===== src/rtl/c2p_pkg.sv =====
// Shared types and constants for the Cartesian-to-polar converter.
// Holds the pipeline control struct, the CORDIC arctangent table and angle constants.
// No dependencies.
package c2p_pkg;

   // control bits that travel with each beat through the pipeline
   typedef struct packed {
      logic valid;
      logic origin;
   } c2p_ctl_type;

   // CORDIC fixed point
   localparam int FRAC_BITS = 24;
   localparam int TABLE_LEN = 24;
   localparam int ANG_W     = 32;

   // angle accumulator is in units of 2^-22 degree
   localparam logic signed [ANG_W-1:0] Z_180 = 32'sd754974720;
   localparam logic signed [ANG_W-1:0] Z_360 = 32'sd1509949440;

   // output rounding to 1/128 degree
   localparam int            ANG_SHIFT   = 15;
   localparam logic [ANG_W:0] ROUND_HALF = 33'd16384;
   localparam logic [15:0]    FULL_CIRCLE = 16'd46080;

   // round(atan(2^-i) * 180/pi * 2^22)
   localparam logic signed [ANG_W-1:0] ATAN_TAB [TABLE_LEN] = '{
      32'sd188743680, 32'sd111421900, 32'sd58872272, 32'sd29884485,
      32'sd15000234,  32'sd7507429,   32'sd3754631,  32'sd1877430,
      32'sd938729,    32'sd469366,    32'sd234683,   32'sd117342,
      32'sd58671,     32'sd29335,     32'sd14668,    32'sd7334,
      32'sd3667,      32'sd1833,      32'sd917,      32'sd458,
      32'sd229,       32'sd115,       32'sd57,       32'sd29
   };

endpackage


===== src/rtl/c2p_back.sv =====
// Back end of the converter: rounds the root and the angle, registers the result beat.
// Angle is wrapped into [0, 360) degrees and rounded to 1/128 degree.
// Depends on c2p_pkg.
module c2p_back #(
   parameter int N_W = 33
) (
   input  logic                               clock,
   input  logic                               reset,
   input  c2p_pkg::c2p_ctl_type               ctl_in,
   input  logic [N_W-1:0]                     n_in,
   input  logic [N_W:0]                       r_in,
   input  logic signed [c2p_pkg::ANG_W-1:0]   z_in,
   output logic                               strobe,
   output logic [15:0]                        magnitude,
   output logic [15:0]                        angle_deg
);
   import c2p_pkg::*;

   localparam int R_W = N_W + 1;

   logic [R_W-1:0]   root_rnd;
   logic [ANG_W-1:0] z_pos;
   logic [ANG_W:0]   z_half;
   logic [15:0]      ang_raw;

   logic             strobe_ff;
   logic [15:0]      mag_ff, mag_in, ang_ff, ang_in;

   // round the root up when the remainder exceeds it
   always_comb begin
      root_rnd = ({1'b0, n_in} > r_in) ? r_in + 1'b1 : r_in;
      mag_in   = root_rnd[15:0];
   end

   // bring the angle into one turn, round, fold 360 degrees back to zero
   always_comb begin
      z_pos   = z_in[ANG_W-1] ? ANG_W'(z_in + Z_360) : ANG_W'(z_in);
      z_half  = {1'b0, z_pos} + ROUND_HALF;
      ang_raw = z_half[ANG_SHIFT +: 16];
      if (ctl_in.origin) begin
         ang_in = '0;
      end else if (ang_raw >= FULL_CIRCLE) begin
         ang_in = ang_raw - FULL_CIRCLE;
      end else begin
         ang_in = ang_raw;
      end
   end

   always_ff @(posedge clock) begin
      if (reset) begin
         strobe_ff <= 1'b0;
      end else begin
         strobe_ff <= ctl_in.valid;
      end
      mag_ff <= mag_in;
      ang_ff <= ang_in;
   end

   assign strobe    = strobe_ff;
   assign magnitude = mag_ff;
   assign angle_deg = ang_ff;

endmodule


===== config.mk =====
export PLATFORM = sky130hd
export DESIGN_NAME = c2p_back
export DESIGN_NICKNAME = d
export VERILOG_FILES = /design/src/rtl/c2p_pkg.sv /design/src/rtl/c2p_back.sv
export SDC_FILE = /design/constraint.sdc
export NUM_CORES = 1
export LEC_CHECK = 0
export ABC_CLOCK_PERIOD_IN_PS = 6300
export BUFFER_PORTS_ARGS = -buffer_cell sky130_fd_sc_hd__buf_2
export CAP_MARGIN = 20
export CELL_PAD_IN_SITES_DETAIL_PLACEMENT = 0
export CELL_PAD_IN_SITES_GLOBAL_PLACEMENT = 1
export CORE_MARGIN = 8
export CORE_UTILIZATION = 35
export CTS_CLUSTER_SIZE = 12
export DETAILED_ROUTE_END_ITERATION = 10
export PLACE_DENSITY_LB_ADDON = 0.25
export SLEW_MARGIN = 20
export SYNTH_ARGS = -nofsm -noshare
export SYNTH_HDL_FRONTEND = slang
export SYNTH_SLANG_ARGS = --single-unit

===== constraint.sdc =====
create_clock -name clock -period 6.3 [get_ports clock]
set_input_delay 0.945 -clock clock [delete_from_list [all_inputs] [get_ports clock]]
set_output_delay 0.945 -clock clock [all_outputs]
set_load 0.02 [all_outputs]

== Yosys cells after proc, flatten, opt, wreduce, memory -nomap -nowiden ==
Index checks and enable logic that the tools add are counted.
W data, S select, Z words.
Word-level totals
  bits in read-only memories: 0
  flip-flop bits (word level): 33
  output and inout bits: 33
  logic and storage cells: 12
  RAM bits: 0
  memories kept: 0
  bits in latches: 0
  input bits: 103
Operators by class
  muxes and demuxes: 3
  equal/unequal tests: 0
  reduce and logical (&&, ||, !) cells: 0
  add/sub/neg operators: 4
  shift operators: 0
  bitwise gates (word level): 0
  multiply operators: 0
  $lt $le $gt $ge: 2
  divide/modulo/power cells: 0
Operators with widths (number)
  $gt A33 B34 Y1: 1
  $mux W16: 2
  $add A31 B15 Y31 const B: 1
  $add A31 B31 Y31 const B: 1
  $mux W31: 1
  $add A16 B1 Y16 const B: 1
  $ge A16 B16 Y1 const B: 1
  $sub A16 B16 Y16 const B: 1

== Logic depth before layout (Yosys ltp) ==
  depth after elaboration: 5
  gate-level depth with buffers: 15
  gate-level depth less buffers: 15

== Worst setup path before layout ==
OpenSTA, ideal clock, no wires.
  path type: in2reg
  start: input port z_in[14] in the netlist's numbering
  end: register ang_ff[13], in the netlist angle_deg[13]
  stages on the path: 14
  setup time: 0.070 ns
  arrival time: 3.501 ns
  slack: 2.730 ns
  data required time: 6.230 ns
  buffers on the path: 0
  cell sequence: ha_1 and4_4 or4b_4 nor2_1 xnor2_1 mux2i_1 inv_1 ha_1 a21oi_1 nand4_1 o211ai_2 nand2_2 or3_1 a21oi_1
Between the ends
  longest elaborated chain between the ends: 5
  elaborated cells between the ends (all ways): 6
  classes of those cells: 3 x add/sub; 1 x order compare; 2 x mux
RTL lines
  start: declaration: RTL line c2p_back.sv:12  | input logic signed [c2p_pkg::ANG_W-1:0] z_in,
  $add A31 B31 Y31: RTL line c2p_back.sv:37  | z_pos = z_in[ANG_W-1] ? ANG_W'(z_in + Z_360) : ANG_W'(z_in);
  $mux W31 (*): RTL line c2p_back.sv:37
  $add A31 B15 Y31 (*): RTL line c2p_back.sv:38  | z_half = {1'b0, z_pos} + ROUND_HALF;
  $sub A16 B16 Y16 / $ge A16 B16 Y1 (equally long branches): RTL line c2p_back.sv:43, c2p_back.sv:42
  $mux W16 (*): RTL line c2p_back.sv:42  | end else if (ang_raw >= FULL_CIRCLE) begin
  end signal: assignment: RTL line c2p_back.sv:56  | ang_ff <= ang_in;
  end: declaration: RTL line c2p_back.sv:27  | logic [15:0] mag_ff, mag_in, ang_ff, ang_in;
Mark *: on every way between the ends. The rest lies on a longest branch, timed or not.
A chain may end at the register's enable or synchronous reset.

== Final worst setup path ==
Same ends and word-level chain as after synthesis.

==> results.ini <==
[critical_path]
cp_max_fo=5
cp.required_ps=6510
path_delay_family=simple AND/OR/NAND/NOR gates
startpoint_type=input port
critPathArrivalTime_ps=3920
worstSetupEndpointType=flip-flop
worstSetupPathType=in2reg
cp_num_buf_inv=2
worstPathCellList=buf_2, ha_1, and4_4, or4b_4, nor2_1, xnor2_1, mux2i_1, inv_1, ha_1, nand3b_1, a21oi_1, nand3b_1, o211ai_2, nand2_2, or3_1, a21oi_1
critical_path.max_stage_delay_ps=510
crit_slowest_cell=or4b_4

[synth]
synth.cell_area_sq_um=2700
yosysSeqAreaShare_pct=24.5
ys_types=54
avgSynthCellArea_sq_um=8.18
synth_top_area_cell=dfxtp_1
syn_nets=471
synth.most_common_cell=inv_1
synth.area.top_cells=dfxtp_1 24%, ha_1 18%, xnor2_1 8.4%, inv_1 6.3%, a21oi_1 3.5%
syn-instance-count=330
synth_common_cells=45 x inv_1, 38 x ha_1, 33 x dfxtp_1
synth_top_area_share_pct=24.5
synth_warnings=0
async_reset_ff_share_pct=0
synth-seq-cells=33
ys.flop_type=dfxtp_1
synth_edf_count=0

[floorplanning]
die-area_sq_um=10800
die_height_microns=104
die_w_microns=104
row_count=32
io_pins=136
start_util_pct=35.5
core_area_sq_um=7610

[global_route]
grt_antenna_before_repair=0
grt_pass1_wl_microns=11900
globalRouteOverflowTotal=0
grt_usage_pct=12.8
grt_start_max_net_pins=17
grt_pass1_vias=2734

[timing]
setup_viol=0
hold_viol=0
tightest_slew_ps=625
fmaxAchievable_mhz=269
report.final.slew_viol_count=0
rsz0062_at_grt=false
holdWs_ps=812
slew-limit-headroom_pct=58.0
period_needed_ps=3710
tns_ps=0
fin_crit_sh_pct=58.9

[detailed_routing]
routed_via_density=4.78
routed_wl_microns=7090
drt_first_pass_iters=4
dr.first_iter.drc_count=79
drc=0
wl_per_cell_microns=12.9
ant_nets=0
num_vias=2630

[clock_network]
cts_buffer_depth=2
clkSlewWorstSetupHoldPaths_ps=70
htreeDepth=2
cts.sinks=33
cts_setup_buffers=0
numCtsBuffers=5
root_buffer=clkbuf_8
cts_resized=0
postCtsHoldBufs=0
cts_tree=yes

[power_and_ir_drop]
seqPwrFrac_pct=38.8
powerDensity_nw_per_um2=169
leakage_nw=1.76
swShare_pct=31.2
p_sw_mw=0.182
ir_drop_uv=71.5
power.share.combinational_pct=31.4
internal_power_mw=0.403
clkPwrFrac_pct=29.8

[final_layout]
layout-drive-gt1-share_pct=31.9
diodes=0
area_growth_pct=28.1
nets=588

[outcome]
status=finished, final reports clean

[worst_hold_path]
worst_hold_path_type=in2reg

[run]
max-cap-violations=0

[placement]
place_hpwl_microns=6180
io_buffers=121
place.gp.congestion=0.776

==> cell type report <==
cell class,count,area (sq um)
Clock buffer,7,96.3
Clock inverter,1,5.00
Fill cell,837,4150
Inverter,45,169
Multi-Input combinational cell,240,1790
Sequential cell,33,661
Tap cell,102,128
Timing Repair Buffer,122,613
==> kinds of logic after synthesis <==
group / Yosys count / share of synthesized area (%)
XOR/XNOR: 36 / 11.7
buffers and inverters: 57 / 9.32
adder cells (fa/ha/maj): 38 / 17.6
multiplexers: 2 / 0.742
AO/OA/AOI/OAI: 60 / 14.8
flip-flops: 33 / 24.5
AND/OR/NAND/NOR: 104 / 21.3
==> metal layers <==
metal	vias up	track usage, %	wire length, microns
met5	-	0	0
met4	0	2.69	74
met3	7	5.70	628
met2	68	24.3	3670
met1	1175	12.5	2720
li1	1380	-	-
==> through the flow <==
stage	utilization [%]	area, sq um	worst slack [ps]	std cells	total power [mW]
2_1_floorplan	-	2700	2730	330	0.351
3_3_place_gp	44.1	3360	2320	542	0.414
6_report	45.5	3460	2590	550	0.585
5_1_grt	45.5	3460	2370	550	0.626
4_1_cts	45.5	3460	2530	550	0.596
3_5_place_dp	44.1	3360	2260	542	0.418
==> sequential cells by signal (all words and copies together), names as in the netlist <==
register / cells
angle_deg: 16
magnitude: 16
strobe: 1
==> final timing paths <==
check | cells after the start | to | slack (ps) | start
worst max-delay path | 16 | angle_deg[13] | 2590 | z_in[14]
worst min-delay path | 2 | strobe | 810 | reset
==> power groups by stage <==
stage | sequential, mW | clock, mW | combinational (mW)
2_1_floorplan | 0.253 | 0 | 0.0982
3_3_place_gp | 0.232 | 0 | 0.183
3_5_place_dp | 0.232 | 0 | 0.186
4_1_cts | 0.227 | 0.182 | 0.187
5_1_grt | 0.229 | 0.190 | 0.207
6_report | 0.227 | 0.174 | 0.184
==> cells in the final DEF, fill, tap and decap left out, types with 3 or more instances in the layout <==
cell	Yosys	final
buf_2	0	121
inv_1	45	45
ha_1	38	38
dfxtp_1	33	33
xnor2_1	26	26
nor2_1	20	20
a21oi_1	19	19
nand3_1	18	18
nand2_1	17	17
nand4_1	12	12
o21ai_0	11	11
xor2_1	10	10
a21o_1	8	8
clkbuf_8	1	7
nor3_1	6	6
nor2b_1	4	4
nand4b_1	3	3
o31ai_1	3	3
or3_1	3	3
(Power assumes the default switching activity.)
