==> src/rtl/c2p_pkg.sv <==
// Shared types and constants for the Cartesian-to-polar converter.
// Holds the pipeline control struct, the CORDIC arctangent table and angle constants.
// No dependencies.
package c2p_pkg;

   // control bits that travel with each beat through the pipeline
   typedef struct packed {
      logic valid;
      logic origin;
   } c2p_ctl_type;

   // CORDIC fixed point
   localparam int FRAC_BITS = 24;
   localparam int TABLE_LEN = 24;
   localparam int ANG_W     = 32;

   // angle accumulator is in units of 2^-22 degree
   localparam logic signed [ANG_W-1:0] Z_180 = 32'sd754974720;
   localparam logic signed [ANG_W-1:0] Z_360 = 32'sd1509949440;

   // output rounding to 1/128 degree
   localparam int            ANG_SHIFT   = 15;
   localparam logic [ANG_W:0] ROUND_HALF = 33'd16384;
   localparam logic [15:0]    FULL_CIRCLE = 16'd46080;

   // round(atan(2^-i) * 180/pi * 2^22)
   localparam logic signed [ANG_W-1:0] ATAN_TAB [TABLE_LEN] = '{
      32'sd188743680, 32'sd111421900, 32'sd58872272, 32'sd29884485,
      32'sd15000234,  32'sd7507429,   32'sd3754631,  32'sd1877430,
      32'sd938729,    32'sd469366,    32'sd234683,   32'sd117342,
      32'sd58671,     32'sd29335,     32'sd14668,    32'sd7334,
      32'sd3667,      32'sd1833,      32'sd917,      32'sd458,
      32'sd229,       32'sd115,       32'sd57,       32'sd29
   };

endpackage

==> src/rtl/c2p_front.sv <==
// Front end of the converter: squares, half-plane fold and CORDIC seeding.
// Two register stages feeding the first cell of the chain.
// Depends on c2p_pkg.
module c2p_front #(
   parameter int IN_W = 16,
   parameter int XW   = 43,
   parameter int N_W  = 33
) (
   input  logic                               clock,
   input  logic                               reset,
   input  logic                               accept,
   input  logic signed [IN_W-1:0]             x_in,
   input  logic signed [IN_W-1:0]             y_in,
   output c2p_pkg::c2p_ctl_type               ctl_out,
   output logic [N_W-1:0]                     n_out,
   output logic signed [XW-1:0]               cx_out,
   output logic signed [XW-1:0]               cy_out,
   output logic signed [c2p_pkg::ANG_W-1:0]   z_out
);
   import c2p_pkg::*;

   localparam int SQ_W = 2 * IN_W;
   localparam int PAD  = XW - IN_W - 1 - FRAC_BITS;

   logic [IN_W-1:0]       ax, ay;
   logic [SQ_W-1:0]       ax_w, ay_w;
   logic signed [IN_W:0]  xe, ye;
   logic                  neg;

   c2p_ctl_type           ctl_a_ff, ctl_a_in;
   logic [SQ_W-1:0]       sqx_a_ff, sqx_a_in, sqy_a_ff, sqy_a_in;
   logic signed [IN_W:0]  cx_a_ff, cx_a_in, cy_a_ff, cy_a_in;
   logic                  neg_a_ff;

   c2p_ctl_type           ctl_b_ff;
   logic [N_W-1:0]        n_b_ff, n_b_in;
   logic signed [XW-1:0]  cx_b_ff, cx_b_in, cy_b_ff, cy_b_in;
   logic signed [ANG_W-1:0] z_b_ff, z_b_in;

   // stage A: absolute values squared, left half-plane turned by 180 degrees
   always_comb begin
      ax       = x_in[IN_W-1] ? IN_W'(-x_in) : IN_W'(x_in);
      ay       = y_in[IN_W-1] ? IN_W'(-y_in) : IN_W'(y_in);
      ax_w     = {{IN_W{1'b0}}, ax};
      ay_w     = {{IN_W{1'b0}}, ay};
      sqx_a_in = ax_w * ax_w;
      sqy_a_in = ay_w * ay_w;
      xe       = {x_in[IN_W-1], x_in};
      ye       = {y_in[IN_W-1], y_in};
      neg      = x_in[IN_W-1];
      cx_a_in  = neg ? -xe : xe;
      cy_a_in  = neg ? -ye : ye;
      ctl_a_in.valid  = accept;
      ctl_a_in.origin = (x_in == '0) && (y_in == '0);
   end

   always_ff @(posedge clock) begin
      if (reset) begin
         ctl_a_ff <= '0;
      end else begin
         ctl_a_ff <= ctl_a_in;
      end
      sqx_a_ff <= sqx_a_in;
      sqy_a_ff <= sqy_a_in;
      cx_a_ff  <= cx_a_in;
      cy_a_ff  <= cy_a_in;
      neg_a_ff <= neg;
   end

   // stage B: sum of squares, scale coordinates, seed the angle
   always_comb begin
      n_b_in  = {1'b0, sqx_a_ff} + {1'b0, sqy_a_ff};
      cx_b_in = {{PAD{cx_a_ff[IN_W]}}, cx_a_ff, {FRAC_BITS{1'b0}}};
      cy_b_in = {{PAD{cy_a_ff[IN_W]}}, cy_a_ff, {FRAC_BITS{1'b0}}};
      z_b_in  = neg_a_ff ? Z_180 : '0;
   end

   always_ff @(posedge clock) begin
      if (reset) begin
         ctl_b_ff <= '0;
      end else begin
         ctl_b_ff <= ctl_a_ff;
      end
      n_b_ff  <= n_b_in;
      cx_b_ff <= cx_b_in;
      cy_b_ff <= cy_b_in;
      z_b_ff  <= z_b_in;
   end

   assign ctl_out = ctl_b_ff;
   assign n_out   = n_b_ff;
   assign cx_out  = cx_b_ff;
   assign cy_out  = cy_b_ff;
   assign z_out   = z_b_ff;

endmodule

==> config.mk <==
export PLATFORM = sky130hd
export DESIGN_NAME = c2p_front
export DESIGN_NICKNAME = d
export VERILOG_FILES = /design/src/rtl/c2p_pkg.sv /design/src/rtl/c2p_front.sv
export SDC_FILE = /design/constraint.sdc
export NUM_CORES = 1
export LEC_CHECK = 0
export ABC_AREA = 1
export BUFFER_PORTS_ARGS = -buffer_cell sky130_fd_sc_hd__clkbuf_2
export CORE_UTILIZATION = 55
export DETAILED_ROUTE_END_ITERATION = 8
export PLACE_DENSITY = 0.77
export SYNTH_ARGS = -nofsm -noshare
export SYNTH_HDL_FRONTEND = slang
export SYNTH_SLANG_ARGS = --single-unit
==> constraint.sdc <==
create_clock -name clock -period 6.83 [get_ports clock]
set_input_delay 0.3415 -clock clock [delete_from_list [all_inputs] [get_ports clock]]
set_output_delay 0.3415 -clock clock [all_outputs]
set_load 0.02 [all_outputs]
==> Word-level counts from Yosys, hierarchy flattened <==
Index checks and enable logic that the tools add are counted.
{ "word_totals": {"register_bits": 200, "out_inout_bits": 153} }
{ "op_classes": {"addsub": 5, "reduce_logical": 3, "mux": 5, "n_mul": 2} }
{ "op_table": {"columns": ["op", "n"], "rows": [
  ["$mul 16x16->32", 2],
  ["$neg 16->17", 2],
  ["$add 32x32->33", 1],
  ["$logic_not 16->1", 2],
  ["$mux 16", 2],
  ["$neg 16->16", 2],
  ["$mux 30", 1],
  ["$mux 17", 1],
  ["$mux 15", 1],
  ["$logic_and 1x1->1", 1]
]} }

==> Depth between registers and ports, before layout <==
{ "depth": {"depth_word": 3, "depth_mapped": 36, "depth_no_buf": 35} }

==> Least setup slack after synthesis <==
OpenSTA, ideal clock, no wires.
{ "synth_timing": {"path_kind": "input-to-reg", "from": "input y_in[0]", "to": "register sqy_a_ff[31]", "t_arrival_ns": 6.280, "stages": 32, "path_slack_ns": 0.437, "path_buffers": 2, "cell_sequence": "inv_4 clkbuf_1 ha_1 nand2_2 nor2_4 nand2_2 nor2_4 nand2_2 o21ai_2 nand3_1 o21ai_2 buf_6 nand2_1 fa_1 inv_1 fa_1 fa_1 fa_1 fa_1 inv_1 fa_1 inv_1 ha_1 nand2_1 nor2_1 inv_1 nor3_1 nand2_1 nand3_1 inv_1 nand3_1 nand2_1"} }
{ "synth_between": {"elab_chain_cells": 3} }
{ "synth_lines": {"columns": ["element", "line_no", "text"], "rows": [
  ["start, declared", "c2p_front.sv:13", "input logic signed [IN_W-1:0] y_in,"],
  ["$neg 16->16", "c2p_front.sv:43", "ay = y_in[IN_W-1] ? IN_W'(-y_in) : IN_W'(y_in);"],
  ["$mux 16 *", "c2p_front.sv:43", null],
  ["$mul 16x16->32 *", "c2p_front.sv:47", "sqy_a_in = ay_w * ay_w;"],
  ["via sqy_a_in[31]", "c2p_front.sv:31", "logic [SQ_W-1:0] sqx_a_ff, sqx_a_in, sqy_a_ff, sqy_a_in;"],
  ["end signal, assigned", "c2p_front.sv:64", "sqy_a_ff <= sqy_a_in;"],
  ["end, declared", "c2p_front.sv:31", null]
]} }
Mark *: on every way through the listed nets, which the timed path passes. The rest lies on a longest branch.
A chain may end at the register's enable or synchronous reset.

==> Worst setup path after layout <==
Ends and elaborated chain as after synthesis.

==> metrics.cfg <==
[placement]
dp_cells=3381
numPortBuffers=111
dpl.hpwl_um=48410
place_congestion=0.9525

[clock_tree]
cts.sink_count=167
cts_setup_buffers=0
clkTransAtPathRegs_ps=80
cts_buffers=17
clk_root_buffer_cell=clkbuf_16
cts_tree=yes
holdBufCountCts=0
ctsResizeCount=0
htree_levels=4
clock_latency_ps=460
cts_max_path_buffers=2

[final_layout]
final_util=0.6078
syn_to_final_growth_pct=7.842
layout.cells.non_filler=3413
fin_nets=3473
n_antenna_cell=0
drive_above_1_share=0.1022

[logic_synthesis]
syn_area_per_cell_sq_um=8.065
ys_seq_area_frac=0.1517
ys_seq_elements=167
ys_types=50
ys_warn_count=0
syn-cell-area_sq_mm=0.02203
syn_inst=2732

[detailed_routing]
drt-initial-drc-count=1028
vias_per_cell=5.182
firstDrtPassIters=5
wl_per_cell_um=16.40
drt_wl_total_um=55970
num_vias=17690
drc=0
ant_nets=0

[sta]
tightest_slew_ps=732.9
maxSlewHeadroom=0.5114
hold_viol=0
setup_viol=0
max_freq_mhz=157.4
finalSetupTns_ps=0
period_share=0.9303
grt_setup_unrepaired=false
slew_viol_final=0
period_needed_ps=6354
finalClockSkew_ps=13.59

[grt]
antenna_found_initial=0
grt-ovfl-total=0
grt_max_degree=28
track_usage=0.2890
grt_pass1_wl_um=93030
grt_pass1_vias=18880

[critical_path]
crit_top_cell=inv_1
cp-end-kind=flip-flop
timing.rr.start=sqx_a_ff[2]
crit_path_end=sqy_a_ff[31]
path_class=in -> reg
crit_fanout=8
ff2ff_path_depth=10
crit_start=y_in[0]
rr_endpoint=n_out[30]
reg2reg_setup_slack_ps=4640
critical_path.max_stage_delay_ps=550
cp-start-kind=input pin
timing.critical_path.required_ps=7190
cp_slowest_cell=fa_1
critPathArrivalTime_ps=6710

[floorplanning]
die_w_um=202.2
rows=72
die_h_um=202.2
start_util=0.5636
dieArea_sq_mm=0.04087
design.core.area_sq_mm=0.03910
io-pin-count=188

[worst_hold_path]
hold_path_class=in -> reg

[outcome]
status=finished, final reports clean

[run]
drv_cap=0

-- worst max-delay path, delay by kind of cell --
family	cells	cell delay, ps
adder cells (fa/ha/maj)	8	3690
AND/OR/NAND/NOR	12	1440
buffers and inverters	10	900
AO/OA/AOI/OAI	2	340
-- registers in the layout (all words and copies together) (netlist names) --
signal,count
n_out,33
sqx_a_ff,31
sqy_a_ff,30
cx_out,17
cy_a_ff,17
cy_out,17
cx_a_ff,16
ctl_a_ff,2
ctl_out,2
neg_a_ff,1
z_out,1
-- worst min-delay path by stage --
| stage | endpoint | startpoint | cells after the start | slack (ps) |
|---|---|---|---|---|
| global placement | cx_out[29] | cx_a_ff[5] | 0 | 310 |
| CTS | ctl_a_ff[1] | accept | 3 | 60 |
| detailed placement | cx_out[31] | cx_a_ff[7] | 0 | 310 |
| floorplan | cx_out[25] | cx_a_ff[1] | 0 | 310 |
| global route | ctl_a_ff[1] | accept | 3 | 80 |
| finish | ctl_a_ff[1] | accept | 3 | 80 |
-- layer usage --
layer,up-vias,global-route usage,routed length (um)
met5,-,0,0
met4,0,0.1112,1904
met3,133,0.04998,3581
li1,8419,-,-
met2,584,0.4996,27160
met1,8551,0.3595,23330
-- logic make-up after synthesis --
logic type / count (synthesis) / share of synthesized area
compound gates: 240 / 0.06127
other cells: 1 / 0.0001702
fa+ha+maj: 556 / 0.4275
simple gates: 939 / 0.1817
buf+inv: 752 / 0.1459
flops: 167 / 0.1517
xor+xnor: 77 / 0.03180
-- layout make-up --
| class | count | area [sq um] |
|---|---|---|
| Clock buffer | 17 | 425.4 |
| Clock inverter | 15 | 192.7 |
| Fill cell | 3458 | 15330 |
| Inverter | 640 | 2415 |
| Multi-Input combinational cell | 1889 | 15760 |
| Sequential cell | 167 | 3343 |
| Tap cell | 518 | 648.1 |
| Timing Repair Buffer | 167 | 975.9 |
-- placed cells by master (no fill, tap or decap), drive strengths merged, types with 3 or more instances in the layout --
master,Yosys,final
a21boi,3,3
a21o,9,9
a21oi,114,114
buf,104,56
clkbuf,8,128
clkinv,3,11
conb,1,77
dfxtp,167,167
fa,328,328
ha,228,228
inv,637,643
nand2,507,507
nand3,96,96
nand3b,11,11
nand4,23,23
nor2,262,262
nor3,28,28
nor4,4,4
o21a,4,4
o21ai,93,93
o21bai,12,12
or2,6,6
xnor2,18,18
xor2,59,59
-- stage by stage --
step | cell area (sq um) | hold slack (ps) | setup slack [ps]
after floorplan | 22320 | 309.6 | 437.2
after global placement | 23140 | 310.7 | 129.3
after detailed placement | 23140 | 312.1 | 54.15
after CTS | 23760 | 58.38 | 517.9
after global routing | 23760 | 83.45 | 34.11
final | 23760 | 76.92 | 475.8
-- cells in the mapped netlist (all sizes together) --
cell type  count  area [sq um]
or4            1         7.510
ha           228          2853
nand3b        11         82.58
nand3         96         508.0
o21bai        12         90.09
and2           1         6.260
xnor2         18         176.4
xor2          59         524.3
a31o           1         8.760
or2            6         37.54
buf          104         769.5
o21ai         93         521.8
conb           1         3.750
clkinv         3         11.26
a21oi        114         570.6
nor2         262          1081
nor4           4         25.02
o21a           4         30.03
dfxtp        167          3343
nand4         23         143.9
inv          637          2404
clkbuf         8         30.03
a21boi         3         33.78
o211ai         2         15.01
fa           328          6566
nand2        507          1951
a31oi          2         12.51
nor3          28         161.4
a21o           9         67.56
Power is not shown: default switching activity piles up to over one toggle a cycle in this logic, so the estimate is an artifact.
