===== config.mk =====
export PLATFORM = sky130hd
export DESIGN_NAME = c2p_cell
export DESIGN_NICKNAME = d
export VERILOG_FILES = /design/src/rtl/c2p_pkg.sv /design/src/rtl/c2p_cell.sv
export SDC_FILE = /design/constraint.sdc
export NUM_CORES = 1
export LEC_CHECK = 0
export BUFFER_PORTS_ARGS = -buffer_cell sky130_fd_sc_hd__buf_4
export CAP_MARGIN = 25
export CORE_MARGIN = 2
export CORE_UTILIZATION = 30
export CTS_CLUSTER_SIZE = 30
export DETAILED_ROUTE_END_ITERATION = 8
export HOLD_SLACK_MARGIN = 0.1
export PLACE_DENSITY_LB_ADDON = 0.15
export SLEW_MARGIN = 40
export SYNTH_ARGS = -nofsm -noshare
export SYNTH_HDL_FRONTEND = slang
export SYNTH_SLANG_ARGS = --single-unit
export TNS_END_PERCENT = 1

===== constraint.sdc =====
create_clock -name clock -period 5.2 [get_ports clock]
set_input_delay 1.04 -clock clock [delete_from_list [all_inputs] [get_ports clock]]
set_output_delay 1.04 -clock clock [all_outputs]
set_load 0.01 [all_outputs]

===== src/rtl/c2p_pkg.sv =====
// Shared types and constants for the Cartesian-to-polar converter.
// Holds the pipeline control struct, the CORDIC arctangent table and angle constants.
// No dependencies.
package c2p_pkg;

   // control bits that travel with each beat through the pipeline
   typedef struct packed {
      logic valid;
      logic origin;
   } c2p_ctl_type;

   // CORDIC fixed point
   localparam int FRAC_BITS = 24;
   localparam int TABLE_LEN = 24;
   localparam int ANG_W     = 32;

   // angle accumulator is in units of 2^-22 degree
   localparam logic signed [ANG_W-1:0] Z_180 = 32'sd754974720;
   localparam logic signed [ANG_W-1:0] Z_360 = 32'sd1509949440;

   // output rounding to 1/128 degree
   localparam int            ANG_SHIFT   = 15;
   localparam logic [ANG_W:0] ROUND_HALF = 33'd16384;
   localparam logic [15:0]    FULL_CIRCLE = 16'd46080;

   // round(atan(2^-i) * 180/pi * 2^22)
   localparam logic signed [ANG_W-1:0] ATAN_TAB [TABLE_LEN] = '{
      32'sd188743680, 32'sd111421900, 32'sd58872272, 32'sd29884485,
      32'sd15000234,  32'sd7507429,   32'sd3754631,  32'sd1877430,
      32'sd938729,    32'sd469366,    32'sd234683,   32'sd117342,
      32'sd58671,     32'sd29335,     32'sd14668,    32'sd7334,
      32'sd3667,      32'sd1833,      32'sd917,      32'sd458,
      32'sd229,       32'sd115,       32'sd57,       32'sd29
   };

endpackage


===== src/rtl/c2p_cell.sv =====
// One cell of the chain: one CORDIC micro-rotation and one square-root digit.
// Each step is enabled by its position; a disabled step passes its data on.
// Depends on c2p_pkg.
module c2p_cell #(
   parameter int STEP = 0,
   parameter int NI   = 16,
   parameter int RB   = 17,
   parameter int N_W  = 33,
   parameter int XW   = 43
) (
   input  logic                               clock,
   input  logic                               reset,
   input  c2p_pkg::c2p_ctl_type               ctl_in,
   input  logic [N_W-1:0]                     n_in,
   input  logic [N_W:0]                       r_in,
   input  logic signed [XW-1:0]               cx_in,
   input  logic signed [XW-1:0]               cy_in,
   input  logic signed [c2p_pkg::ANG_W-1:0]   z_in,
   output c2p_pkg::c2p_ctl_type               ctl_out,
   output logic [N_W-1:0]                     n_out,
   output logic [N_W:0]                       r_out,
   output logic signed [XW-1:0]               cx_out,
   output logic signed [XW-1:0]               cy_out,
   output logic signed [c2p_pkg::ANG_W-1:0]   z_out
);
   import c2p_pkg::*;

   localparam int R_W = N_W + 1;

   c2p_ctl_type             ctl_ff;
   logic [N_W-1:0]          n_ff, n_in_next;
   logic [R_W-1:0]          r_ff, r_in_next;
   logic signed [XW-1:0]    cx_ff, cx_in_next, cy_ff, cy_in_next;
   logic signed [ANG_W-1:0] z_ff, z_in_next;

   // square-root digit: restoring step against the current power of four
   if (STEP < RB) begin : g_sqrt
      localparam int             B_SHIFT = 2 * (RB - 1 - STEP);
      localparam logic [R_W-1:0] B_VAL   = {{(R_W-1){1'b0}}, 1'b1} << B_SHIFT;
      logic [R_W-1:0] trial;
      always_comb begin
         trial = r_in + B_VAL;
         if ({1'b0, n_in} >= trial) begin
            n_in_next = n_in - trial[N_W-1:0];
            r_in_next = (r_in >> 1) + B_VAL;
         end else begin
            n_in_next = n_in;
            r_in_next = r_in >> 1;
         end
      end
   end else begin : g_sqrt_pass
      assign n_in_next = n_in;
      assign r_in_next = r_in;
   end

   // CORDIC micro-rotation: drive y toward zero, y of zero turns clockwise
   if (STEP < NI) begin : g_rot
      localparam logic signed [ANG_W-1:0] ATAN_STEP = ATAN_TAB[STEP];
      logic signed [XW-1:0] dx, dy;
      always_comb begin
         dx = cy_in >>> STEP;
         dy = cx_in >>> STEP;
         if (!cy_in[XW-1]) begin
            cx_in_next = cx_in + dx;
            cy_in_next = cy_in - dy;
            z_in_next  = z_in + ATAN_STEP;
         end else begin
            cx_in_next = cx_in - dx;
            cy_in_next = cy_in + dy;
            z_in_next  = z_in - ATAN_STEP;
         end
      end
   end else begin : g_rot_pass
      assign cx_in_next = cx_in;
      assign cy_in_next = cy_in;
      assign z_in_next  = z_in;
   end

   always_ff @(posedge clock) begin
      if (reset) begin
         ctl_ff <= '0;
      end else begin
         ctl_ff <= ctl_in;
      end
      n_ff  <= n_in_next;
      r_ff  <= r_in_next;
      cx_ff <= cx_in_next;
      cy_ff <= cy_in_next;
      z_ff  <= z_in_next;
   end

   assign ctl_out = ctl_ff;
   assign n_out   = n_ff;
   assign r_out   = r_ff;
   assign cx_out  = cx_ff;
   assign cy_out  = cy_ff;
   assign z_out   = z_ff;

endmodule


* Yosys cells after proc, flatten, opt, wreduce, memory -nomap -nowiden
Cells that the tools add are included.
** Operators by class
- Bitwise operators :: 0
- Equal/unequal tests :: 0
- Magnitude comparators :: 1
- $add $sub $neg :: 8
- Multiply operators :: 0
- Reductions and logical operators :: 0
- Mux-type cells :: 5
- Divide/modulo/power cells :: 0
- Shift operators :: 0
** Operators by type and width (number)
- $mux W43 :: 2
- $sub A43 B43 Y43 :: 2
- $mux W33 :: 2
- $add A43 B43 Y43 :: 1
- $add A33 B33 Y34 const B :: 1
- $add A34 B33 Y34 const B :: 1
- $ge A33 B34 Y1 :: 1
- $sub A33 B33 Y33 :: 1
- $add A32 B29 Y32 const B :: 1
- $mux W32 :: 1
- $sub A32 B29 Y32 const B :: 1
** Storage, ports and cells
- Word-level logic and storage cells :: 22
- Latch bits :: 0
- Register bits after elaboration :: 187
- RAM bits :: 0
- Output and inout bits :: 187
- Input port bits :: 189
- Memories kept :: 0
- Memory bits (read-only) :: 0

* Longest topological paths before layout
Gate-level depths: netlist of the first run.
- Depth in word-level cells :: 3
- Depth in mapped cells :: 16
- Depth with buffers taken out :: 15

* Worst setup path before layout of the first run
No wires, ideal clock.
- Path kind :: input to register
- Start point :: input n_in[0]
- End point :: register n_ff[10] (netlist: n_out[10])
- Stages :: 15
- Library setup time :: 121 ps
- Data arrival time :: 4012 ps
- Buffers on the path :: 1
- Setup slack :: 1067 ps
- Cell sequence :: inv_1 > ha_1 > inv_1 > fa_1 > a21o_1 > a21oi_1 > o21ai_1 > a221oi_4 > a31oi_1 > o41a_1 > a31o_1 > a21oi_2 > nor2_2 > buf_6 > mux2_4
** On the way
- Word-level cells in the longest chain between the ends :: 2
- Elaborated cells on any way between the ends :: 3
- Classes of those cells :: add/sub: 1; order compare: 1; mux: 1
** RTL lines
- from (decl) :: RTL line c2p_cell.sv:14 : input logic [N_W-1:0] n_in,
- $sub A33 B33 Y33 or $ge A33 B34 Y1 (tied branches) :: RTL line c2p_cell.sv:44, c2p_cell.sv:43
- $mux W33 * :: RTL line c2p_cell.sv:43 : if ({1'b0, n_in} >= trial) begin
- net n_in_next[10] :: RTL line c2p_cell.sv:31 : logic [N_W-1:0] n_ff, n_in_next;
- to (signal assigned) :: RTL line c2p_cell.sv:85 : n_ff <= n_in_next;
- to (decl) :: RTL line c2p_cell.sv:31
The timed path passes the listed nets; every way through them passes the cells marked *.
A chain may end at the register's enable or synchronous reset.

* Final worst setup path of the first run
- Start point :: input cx_in[4]
- End point :: register cy_ff[38] (netlist: cy_out[38])
** On the way
- Word-level cells in the longest chain between the ends :: 2
- Elaborated cells on any way between the ends :: 3
- Classes of those cells :: add/sub: 2; mux: 1
** RTL lines
- from (decl) :: RTL line c2p_cell.sv:16 : input logic signed [XW-1:0] cx_in,
- $sub A43 B43 Y43 or $add A43 B43 Y43 (tied branches) :: RTL line c2p_cell.sv:65, c2p_cell.sv:69
- $mux W43 * :: RTL line c2p_cell.sv:63 : if (!cy_in[XW-1]) begin
- net cy_in_next[38] :: RTL line c2p_cell.sv:33 : logic signed [XW-1:0] cx_ff, cx_in_next, cy_ff, cy_in_next;
- to (signal assigned) :: RTL line c2p_cell.sv:88 : cy_ff <= cy_in_next;
- to (decl) :: RTL line c2p_cell.sv:33
Marked as above.

==> flow_summary.ini, run 1 <==
[final_layout]
final_common_cell = buf_4
final_nets = 2470
layout_common_cells = buf_4, a21oi_1, dfxtp_1
syn_to_final_growth_pct = 30.0
n_fill_cell = 4719
drive_above_1_share = 0.226
finalInstanceArea_um2 = 18100

[synthesis]
ys_ff_latch = 186
synthesis.area_um2 = 13900
synth.distinct_cells = 69
syn_inst = 1756
yosysWarnings = 0
ys_seq_area_frac = 0.268
synthFlopType = dfxtp_1
synth.avg_cell_area_um2 = 7.91
synthesis.nets = 2117
async_flop_share = 0
synth_edf_count = 0

[clock_network]
h-tree-depth = 4
cts_resized = 0
postCtsHoldBufs = 0
cts_setup_buffers = 0
cts_sinks = 186
cts_buffers = 17
ctsLongestPathBuffers = 2
cts_root_buffer = clkbuf_16
cts_tree = done
clkTransAtPathRegs_ps = 80

[timing]
post-route-min-period_ps = 4260
worstMarginPinSlew_ps = 735
tns_ps = 0
fmax_mhz = 235
final-setup-viol-count = 0
hold_viol_final = 0
timing.final.ws_setup_ps = 940
rsz0062_at_grt = no
fin_crit_sh = 0.819
slew-limit-headroom = 0.503
drv_slew = 0

[drt]
final_antenna_net_count = 0
first_pass_iters = 5
routedWlPerCell_um = 20.2
routed_wl_mm = 55.0
viasPerCell = 5.10
drc_errors = 0
detail_route.iter0.violations = 939
num_vias = 13900

[min_path]
worstHoldStart = z_in[14]
hold_path_end = z_out[14]$_DFF_P_
hold_depth = 1
hold_class = in2reg

[placement]
dp_slack_ps = 494
placed_area_um2 = 17400
placement.io_buffers = 375
hpwl_mm = 45.3
gp_congestion = 0.949

[pwr]
peakVddDrop_uv = 247
p_per_area_nw_per_um2 = 291
p_leak_uw = 0.00858
p_total_uw = 5260

[floorplan]
std_cell_rows = 78
initial_utilization = 0.305
io_pins = 376
dieWidth_um = 219
dieArea_um2 = 48000
core_region_area_um2 = 45600
die_y_um = 219

[global_routing]
grt_pass1_wl_mm = 80.9
antenna_found_initial = 5
grt_max_degree = 62
gr-total-overflow = 0
grt_pass1_vias = 13800
grt_usage = 0.223

[worst_setup_path]
criticalPathCategory = in2reg
path_cells = buf_4, inv_1, ha_1, nor2_1, a221oi_1, a21boi_0, o21ai_1, a2111oi_2, nor4b_1, nor2_1, a21oi_1, o31ai_1, a22oi_1, xnor2_1
start_kind = input port
path_max_fanout = 12
cpMostUsedCell = nor2_1
cp_slowest_cell = nor4b_1
required_ps = 5620
slowest_delay_ps = 690
worstPathArrival_ps = 4680
endpoint_kind = register

[job]
maxCapViolations = 0

[outcome]
outcome = complete, no violations
[state kept, by name, summed over array words and instances (netlist names)]
signal,count
cy_out,43
cx_out,42
r_out,34
n_out,33
z_out,32
ctl_out,2
[power breakdown]
part | internal, uW | switching [uW]
combinational | 900 | 1160
clock | 752 | 705
sequential | 1660 | 81.3
total | 3310 | 1950
[layer usage]
layer	share of wire	up-vias	global-route usage
met5	0.00069	-	0
met4	0.032	6	0.0941
met3	0.078	84	0.0620
met2	0.46	549	0.367
met1	0.43	6492	0.274
li1	-	6776	-
[critical path, delay by kind of cell]
kind,cells,cell delay [ps]
adders and majority gates,1,570
AOI/OAI and AO/OA,7,1790
and+or+nand+nor,3,990
xor gates and xnor gates,1,150
buffers and inverters,2,140
[cell usage after synthesis (18+ instances only)]
master / number / area (um^2)
o21a_1: 21 / 158
nor3_1: 37 / 185
clkbuf_1: 60 / 225
mux2i_1: 21 / 210
a21oi_1: 228 / 1140
ha_1: 167 / 2090
nand2b_1: 18 / 113
o21ai_0: 139 / 696
mux2_4: 22 / 330
nand4_1: 30 / 188
nor2_1: 152 / 571
xor2_1: 24 / 210
nand2_1: 89 / 334
nor2b_1: 23 / 144
inv_1: 175 / 657
xnor2_1: 99 / 867
o21bai_1: 36 / 270
a21o_1: 49 / 368
dfxtp_1: 186 / 3720
[worst max path at each step]
stage	startpoint	end	slack, ps
final	cx_in[4]	cy_out[38]$_DFF_P_	940
after global routing	cx_in[4]	cx_out[42]$_DFF_P_	750
after CTS	n_in[0]	n_out[9]$_DFF_P_	1030
after detailed placement	n_in[0]	n_out[9]$_DFF_P_	490
after global placement	n_in[15]	n_out[11]$_DFF_P_	330
after floorplan	n_in[0]	n_out[10]$_DFF_P_	1070
[through the flow]
stage	hold WS (ps)	instances	util
floorplan	1070	1756	-
global placement	1150	2688	0.381
detailed placement	1150	2690	0.382
CTS	591	2722	0.396
global route	603	2724	0.396
finish	630	2725	0.396
[cell families after synthesis]
kind of cell,share of synthesized area
compound gates,0.249
simple gates,0.132
buf+inv,0.0698
flops,0.268
fa+ha+maj,0.158
xor+xnor,0.0775
mux,0.0454
[area by class of cell]
type / instances / area [um^2] / area share
Antenna cell: 3 / 7.51 / 0.000416
Clock buffer: 18 / 439 / 0.0243
Clock inverter: 14 / 195 / 0.0108
Inverter: 179 / 672 / 0.0372
Multi-Input combinational cell: 1319 / 9200 / 0.510
Sequential cell: 186 / 3720 / 0.206
Tap cell: 600 / 751 / 0.0416
Timing Repair Buffer: 406 / 3060 / 0.170
Power figures use the tool's default switching activity.
==> run 2: changes to the inputs <==
==> constraint.sdc (replaced) <==
create_clock -name clock -period 4.1 [get_ports clock]
set_input_delay 0.82 -clock clock [delete_from_list [all_inputs] [get_ports clock]]
set_output_delay 0.82 -clock clock [all_outputs]
set_load 0.01 [all_outputs]
==> flow_summary.ini, run 2 (synthesis results as in run 1) <==
[global_routing]
gr-total-overflow = 0
grt_pass1_vias = 14100
grt_pass1_wl_mm = 81.6
antenna_found_initial = 5
grt_max_degree = 60
grt_usage = 0.225

[worst_setup_path]
worst-path-buf-inv = 4
required_ps = 4470
criticalPathCategory = in2reg
crit_family = compound AO/OA/AOI/OAI gates
path_depth = 15
slowest_delay_ps = 520
path_cells = buf_4, inv_1, ha_1, or3_1, or4_1, nor3_1, inv_1, a2111oi_1, buf_4, nor4_1, o211ai_1, a31oi_1, o21bai_1, a21oi_1, xor2_1
path_max_fanout = 2
endpoint_kind = register
worstPathArrival_ps = 4080
start_kind = input port
cp_slowest_cell = a2111oi_1

[clock_network]
h-tree-depth = 4
cts_setup_buffers = 0
ctsLongestPathBuffers = 2
cts_sinks = 186
cts_tree = done
cts_buffers = 17
clkTransAtPathRegs_ps = 70
cts_root_buffer = clkbuf_16

[drt]
routedWlPerCell_um = 19.4
first_pass_iters = 6
viasPerCell = 4.98
routed_wl_mm = 55.0
final_antenna_net_count = 0
num_vias = 14100
detail_route.iter0.violations = 991
drc_errors = 0

[final_layout]
final_nets = 2582
n_fill_cell = 4723
drive_above_1_share = 0.263
multi_input_area_um2 = 9210
final_common_cell = buf_4
seq_area_um2 = 3720
syn_to_final_growth_pct = 35.4
final_util = 0.413
fin_cells = 2836
largest_register_ffs = 43
layout_common_cells = buf_4, a21oi_1, dfxtp_1

[floorplan]
die_y_um = 219
dieArea_um2 = 48000
core_region_area_um2 = 45600
initial_utilization = 0.305
dieWidth_um = 219
std_cell_rows = 78
io_pins = 376

[placement]
dp_cells = 2802
placement.io_buffers = 375
hpwl_mm = 46.2
gp_congestion = 0.932

[min_path]
hold_depth = 1
hold_class = in2reg

[timing]
rsz0062_at_grt = no
tns_ps = 0
whs_ps = 423
slew-limit-headroom = 0.528
fmax_mhz = 269
fin_crit_sh = 0.906
worstMarginPinSlew_ps = 707
post-route-min-period_ps = 3710
drv_slew = 0
hold_viol_final = 0
final-setup-viol-count = 0

[pwr]
p_leak_uw = 0.00908
peakVddDrop_uv = 282
p_per_area_nw_per_um2 = 352

[job]
maxCapViolations = 0

[outcome]
outcome = complete, no violations
[run 2: changes by cell type in the layout (fill, tap and decap cells not counted), moves of 2 or more]
| cell | change |
|---|---|
| buf_4 | +113 |
| inv_6 | +6 |
| inv_8 | -5 |
| buf_8 | -2 |
| clkbuf_1 | +2 |
| clkinv_4 | -2 |
| clkinv_8 | -2 |
[run 2: path summary, 6_finish.rpt]
check,from,endpoint,slack [ps]
worst max-delay path,cx_in[14],cy_out[39]$_DFF_P_,390
worst min-delay path,z_in[18],z_out[18]$_DFF_P_,420
[run 2: timing repair]
| action | 4_1_cts | 5_1_grt |
|---|---|---|
| hold buffers | 0 | 0 |
| gates resized for setup | 0 | 1 |
| setup endpoints to repair | 0 | 1 |
[run 2: routing by layer]
layer / up-vias / global-route usage / wire [um]
met5: - / 0 / 16
li1: 6995 / - / -
met4: 4 / 0.0993 / 1850
met1: 6482 / 0.272 / 23500
met2: 531 / 0.371 / 25400
met3: 102 / 0.0644 / 4220
[run 2: area by class of cell]
class / count / share of cell area
antenna: 3 / 0.000399
clock buffer: 19 / 0.0230
clock inverter: 12 / 0.00658
inverter: 179 / 0.0357
multi-input combinational: 1319 / 0.489
sequential: 186 / 0.198
tap: 600 / 0.0399
timing repair buffer: 518 / 0.207
[run 2: through the flow]
step / worst slack [ps] / area, um^2 / power, uW
finish: 386 / 18800 / 6620
global route: 129 / 18800 / 7010
CTS: 305 / 18800 / 6700
detailed placement: -222 / 18300 / 4980
global placement: -179 / 18300 / 4990
floorplan: 187 / 13900 / 3640
[run 2: where the power goes]
part,internal [uW],switching [uW],total (uW)
Combinational,1260,1480,2740
Sequential,2110,106,2210
Clock,850,818,1670
